**config.mk**
```make
export PLATFORM = sky130hd
export DESIGN_NAME = psd_sqrt
export DESIGN_NICKNAME = d
export VERILOG_FILES = /design/src/rtl/psd_pkg.sv /design/src/rtl/psd_sqrt.sv
export VERILOG_INCLUDE_DIRS = /design/src /design/src/rtl
export SDC_FILE = /design/constraint.sdc
export NUM_CORES = 2
export LEC_CHECK = 0
export BUFFER_PORTS_ARGS = -buffer_cell sky130_fd_sc_hd__clkbuf_2
export CAP_MARGIN = 20
export CORE_AREA = 2 2 537 539
export CTS_BUF_LIST = sky130_fd_sc_hd__clkbuf_8
export DETAILED_ROUTE_END_ITERATION = 16
export DIE_AREA = 0 0 539 541
export PLACE_DENSITY = 0.52
export SLEW_MARGIN = 30
export SYNTH_ARGS = -nofsm -noshare
export SYNTH_HDL_FRONTEND = slang
export SYNTH_MEMORY_MAX_BITS = 65536
export SYNTH_SLANG_ARGS = --single-unit
```
**constraint.sdc**
```tcl
create_clock -name i_clk -period 4.4 [get_ports i_clk]
set_input_delay 0.22 -clock i_clk [delete_from_list [all_inputs] [get_ports i_clk]]
set_output_delay 0.22 -clock i_clk [all_outputs]
set_load 0.02 [all_outputs]
```
**src/rtl/point_segment_distance_defines.svh**
```systemverilog
// ----------------------------------------------------------------------------
// Point-to-segment distance: assertion macros
// Shared assertion helpers; defining NO_ASSERTIONS turns them all into nothing.
// ----------------------------------------------------------------------------
`ifndef POINT_SEGMENT_DISTANCE_DEFINES_SVH
`define POINT_SEGMENT_DISTANCE_DEFINES_SVH

`ifndef NO_ASSERTIONS
// The consequent holds in the same cycle as the antecedent.
`define PSD_ASSERT_IMPLY(lbl, clk, rst_n, ante, cons, msg) \
    lbl: assert property (@(posedge clk) disable iff (!rst_n) (ante) |-> (cons)) \
        else $error(msg);
// The consequent holds once the delay dly has passed after the antecedent.
`define PSD_ASSERT_DELAY(lbl, clk, rst_n, ante, dly, cons, msg) \
    lbl: assert property (@(posedge clk) disable iff (!rst_n) (ante) |-> ##dly (cons)) \
        else $error(msg);
`else
`define PSD_ASSERT_IMPLY(lbl, clk, rst_n, ante, cons, msg)
`define PSD_ASSERT_DELAY(lbl, clk, rst_n, ante, dly, cons, msg)
`endif

`endif

```
**src/rtl/psd_pkg.sv**
```systemverilog
`timescale 1ns / 1ps
// ----------------------------------------------------------------------------
// Point-to-segment distance package
// Word types, widths and region codes shared by the pipeline modules.
// ----------------------------------------------------------------------------
package psd_pkg;

    // Coordinate differences, products, sums and magnitudes.
    localparam int DIFF_W = 33;
    localparam int PROD_W = 66;
    localparam int SUM_W  = 67;
    localparam int MAG_W  = 66;
    localparam int HALF_W = 33;
    localparam int NUM_W  = 131;
    localparam int ROOT_W = 33;
    localparam int REM_W  = 34;

    // Region codes.
    localparam logic [1:0] REG_DEGEN  = 2'd0;
    localparam logic [1:0] REG_NEAR_A = 2'd1;
    localparam logic [1:0] REG_NEAR_B = 2'd2;
    localparam logic [1:0] REG_PERP   = 2'd3;

    typedef struct packed {
        logic signed [31:0] point_x;
        logic signed [31:0] point_y;
        logic signed [31:0] start_x;
        logic signed [31:0] start_y;
        logic signed [31:0] end_x;
        logic signed [31:0] end_y;
    } t_in_word;

    typedef struct packed {
        logic [32:0] distance;
        logic [1:0]  region;
    } t_out_word;

    // Geometry after classification: cross magnitude, squared length and the
    // squared endpoint distance used outside the perpendicular region.
    typedef struct packed {
        logic [1:0]       region;
        logic [MAG_W-1:0] cmag;
        logic [MAG_W-1:0] len2;
        logic [MAG_W-1:0] alt;
    } t_geom_word;

    // Value whose integer square root is the distance.
    typedef struct packed {
        logic [1:0]       region;
        logic [MAG_W-1:0] radicand;
    } t_rad_word;

endpackage

```
**src/rtl/psd_sqrt.sv**
```systemverilog
`timescale 1ns / 1ps
// ----------------------------------------------------------------------------
// Point-to-segment distance: integer square root
// Digit-by-digit square root, one root bit per pipeline stage.
// ----------------------------------------------------------------------------
`include "point_segment_distance_defines.svh"

module psd_sqrt
    import psd_pkg::*;
(
    input  logic      i_clk,
    input  logic      i_rst_n,
    input  logic      i_valid,
    input  t_rad_word i_rad,
    output logic      o_valid,
    output t_out_word o_out
);

    localparam int STEPS = ROOT_W;

    logic               r_sq_valid  [1:STEPS];
    logic [1:0]         r_sq_region [1:STEPS];
    logic [REM_W-1:0]   r_sq_rem    [1:STEPS];
    logic [ROOT_W-1:0]  r_sq_root   [1:STEPS];
    logic [MAG_W-1:0]   r_sq_op     [1:STEPS];

    // Each stage brings down two radicand bits and decides one root bit.
    for (genvar k = 0; k < STEPS; k++) begin : g_step
        logic              w_valid;
        logic [1:0]        w_region;
        logic [REM_W-1:0]  w_rem;
        logic [ROOT_W-1:0] w_root;
        logic [MAG_W-1:0]  w_op;
        logic [REM_W+1:0]  w_cur, w_trial;
        logic              w_ge;

        if (k == 0) begin : g_seed
            assign w_valid  = i_valid;
            assign w_region = i_rad.region;
            assign w_rem    = '0;
            assign w_root   = '0;
            assign w_op     = i_rad.radicand;
        end else begin : g_chain
            assign w_valid  = r_sq_valid[k];
            assign w_region = r_sq_region[k];
            assign w_rem    = r_sq_rem[k];
            assign w_root   = r_sq_root[k];
            assign w_op     = r_sq_op[k];
        end

        assign w_cur   = {w_rem, w_op[MAG_W-1:MAG_W-2]};
        assign w_trial = {1'b0, w_root, 2'b01};
        assign w_ge    = (w_cur >= w_trial);

        always_ff @(posedge i_clk) begin
            if (!i_rst_n) begin
                r_sq_valid[k+1] <= 1'b0;
            end else begin
                r_sq_valid[k+1] <= w_valid;
            end
            r_sq_region[k+1] <= w_region;
            r_sq_rem[k+1]    <= w_ge ? REM_W'(w_cur - w_trial) : w_cur[REM_W-1:0];
            r_sq_root[k+1]   <= {w_root[ROOT_W-2:0], w_ge};
            r_sq_op[k+1]     <= {w_op[MAG_W-3:0], 2'b00};
        end
    end

    assign o_valid        = r_sq_valid[STEPS];
    assign o_out.distance = r_sq_root[STEPS];
    assign o_out.region   = r_sq_region[STEPS];

    `PSD_ASSERT_IMPLY(a_root_not_low, i_clk, i_rst_n, r_sq_valid[STEPS], r_sq_rem[STEPS] <= {r_sq_root[STEPS], 1'b0}, "square root remainder too large")

endmodule

```
==> metrics.cfg <==
[run_status]
status = finished, final reports clean

[yosys]
synth_edf_count = 0
yosys.area.top_type = dfxtp_1
synth_top_area_share_pct = 55.4
yosys.cell_count.top_type = dfxtp_1
synth_common_cells = dfxtp_1 (2,753), inv_1 (755), a21oi_1 (629)
synth_area_leaders = dfxtp_1 (55%), ha_1 (7.5%), xor2_1 (4.1%), xnor2_1 (3.5%), a21oi_1 (3.2%)
yosysSeqAreaShare_pct = 55.4
ys_types = 93
synth-seq-cells = 2753
synthArstFlopShare_pct = 0
syn_area_sq_um = 99400
ys_warn_count = 0
avgSynthCellArea_sq_um = 10.2
synth-main-ff-cell = dfxtp_1
syn_nets = 10400
netlist_instances = 9729

[global_routing]
grt_max_degree = 55
grt_pass1_vias = 67900
grtUsageTotal_pct = 15.0
antenna_found_initial = 7
grt_pass1_wl_mm = 360
grt_overflow = 0

[power]
p_per_area_nw_per_um2 = 567
ir_worst_vdd_v = 0.000387
power_leakage_nw = 54.8
power_mw = 65.6

[placed_design]
dp_hpwl_mm = 168
routabilityCongestion = 0.884
portBuffers = 106
place_area_sq_um = 104000
pre_cts_slack_ps = 668
placed_cells = 13500

[cells_and_area]
stdcell_count = 14400
syn2layout_area_growth_pct = 16.3
drive_above_1_share_pct = 9.81
final_util_pct = 40.4
n_fill_cell = 27900
layout.nets = 11000
final_area_sq_um = 116000

[sta]
fmax_ghz = 0.250
period_share_pct = 90.7
rsz0062_at_grt = no
hold_viol = 0
min_period_ps = 3990
tightest_slew_ps = 1010
setup_viol = 0
finClkSkew_ps = 92.4
holdWs_ps = 259
tns_ps = 0
drv_slew = 0
relSlewSlack_pct = 32.4
timing.final.ws_setup_ps = 408

[drt]
vias = 68100
drc = 0
drt_wl_total_mm = 224
avgViaCountPerCell = 4.72
final_antenna_net_count = 0
first_iter_violations = 3896
wl_per_cell_um = 15.5
drt-pass1-iter-count = 5

[floorplanning]
boundaryPins = 107
core_area_sq_um = 286000
start_util_pct = 34.7
die_area_sq_um = 292000
num_rows = 197
dieHeight_um = 541
die_width_um = 539

[clock_network]
clk_path_buf_depth = 4
root_buffer = clkbuf_8
cts_sinks = 2753
cts_buffers = 449
htreeDepth = 5
cts_tree = built
path_clk_slew_ps = 60
clkLatencyLatePin_ps = 1080
postCtsSetupRepairBufs = 0

[run]
max_cap_viol_count = 0

[critical_path]
path_class = register to register
crit_required_ps = 5370
critPathArrivalTime_ps = 4960
cp-end-kind = register
startpoint_type = register
cp_max_fo = 11

[worst_hold_path]
hp-class = register to register

area by class of cell:
type | count | area, sq um | area share (%)
Sequential cell | 2753 | 55100 | 47.7
Clock inverter | 241 | 1760 | 1.52
Multi-Input combinational cell | 6023 | 40800 | 35.3
Antenna cell | 6 | 15.0 | 0.0130
Timing Repair Buffer | 301 | 2390 | 2.07
Clock buffer | 577 | 7940 | 6.87
Tap cell | 3781 | 4730 | 4.09
Inverter | 759 | 2850 | 2.46
placed cells by master, fill, tap and decap left out, drive strengths merged, types with 19 or more instances in the layout:
cell	Yosys	layout
nand3	157	157
xor2	470	470
mux2	83	83
nand3b	21	21
a21boi	19	19
clkbuf	165	683
nor4	138	138
o211ai	46	46
xnor2	399	399
nor2	615	615
inv	758	897
buf	29	54
a31oi	41	41
nand2b	104	104
a21oi	629	629
and3	51	51
dfxtp	2753	2753
clkinv	1	83
nor3	250	250
ha	596	596
o21ai	486	486
or3	94	94
dlygate4sd3	0	141
or4	63	63
o21bai	62	62
o31ai	52	52
a21o	286	286
nand4	112	112
a211oi	49	49
o21a	112	112
nor2b	78	78
and2	63	63
nand2	619	619
or2	47	47
critical path, cell delays in order, from the launching register on:
cell,delay [ps]
dfxtp_1,480
inv_1,80
ha_1,390
and4_1,270
nand2_1,70
a211oi_1,320
o21bai_1,200
a21boi_0,740
nor2_2,340
inv_1,120
buf_4,200
nand2_1,170
nor4_1,290
xor2_1,230
routing by layer:
metal | global-route usage (%) | up-vias | part of all wire (%)
li1 | - | 34500 | -
met1 | 19.8 | 31700 | 47
met2 | 24.4 | 1476 | 45
met3 | 3.09 | 432 | 5.2
met4 | 5.08 | 2 | 2.8
met5 | 0 | - | 0.0058
final timing paths:
path / startpoint / to / slack (ps) / cells after the start
worst max register to register: r_sq_root[9][46] / r_sq_rem[10][29] / 410 / 13
worst max-delay path: r_sq_root[9][46] / r_sq_rem[10][29] / 410 / 13
worst min-delay path: r_sq_op[0][489] / r_sq_op[0][555] / 260 / 0
worst min register to register: r_sq_op[0][489] / r_sq_op[0][555] / 260 / 0
kinds of logic (layout without fill, tap and decap cells):
logic type / count (synthesis) / after routing / synth area share, %
AO/OA/AOI/OAI: 1979 / 1979 / 12.4
XOR/XNOR: 869 / 869 / 7.65
adder cells (fa/ha/maj): 596 / 596 / 7.50
buffers and inverters: 953 / 1878 / 3.62
flip-flops: 2753 / 2753 / 55.4
multiplexers: 94 / 94 / 1.05
other: 1 / 7 / 0.00377
AND/OR/NAND/NOR: 2484 / 2484 / 12.3
report_power, final:
group          total (mW)  switching (mW)  internal (mW)
logic                10.4            5.83           4.61
clock network        23.0            10.2           12.9
registers            32.1            3.20           28.9
sequential cells by signal, indices dropped and copies added, names as in the netlist:
signal,count
r_sq_region,66
r_sq_rem,1037
r_sq_valid,33
r_sq_root,561
r_sq_op,1056
what timing repair did:
item / CTS / global route
hold buffers: 141 / 0
gates resized for setup: 0 / 0
hold endpoints to repair: 102 / 0
(Power assumes the default switching activity.)
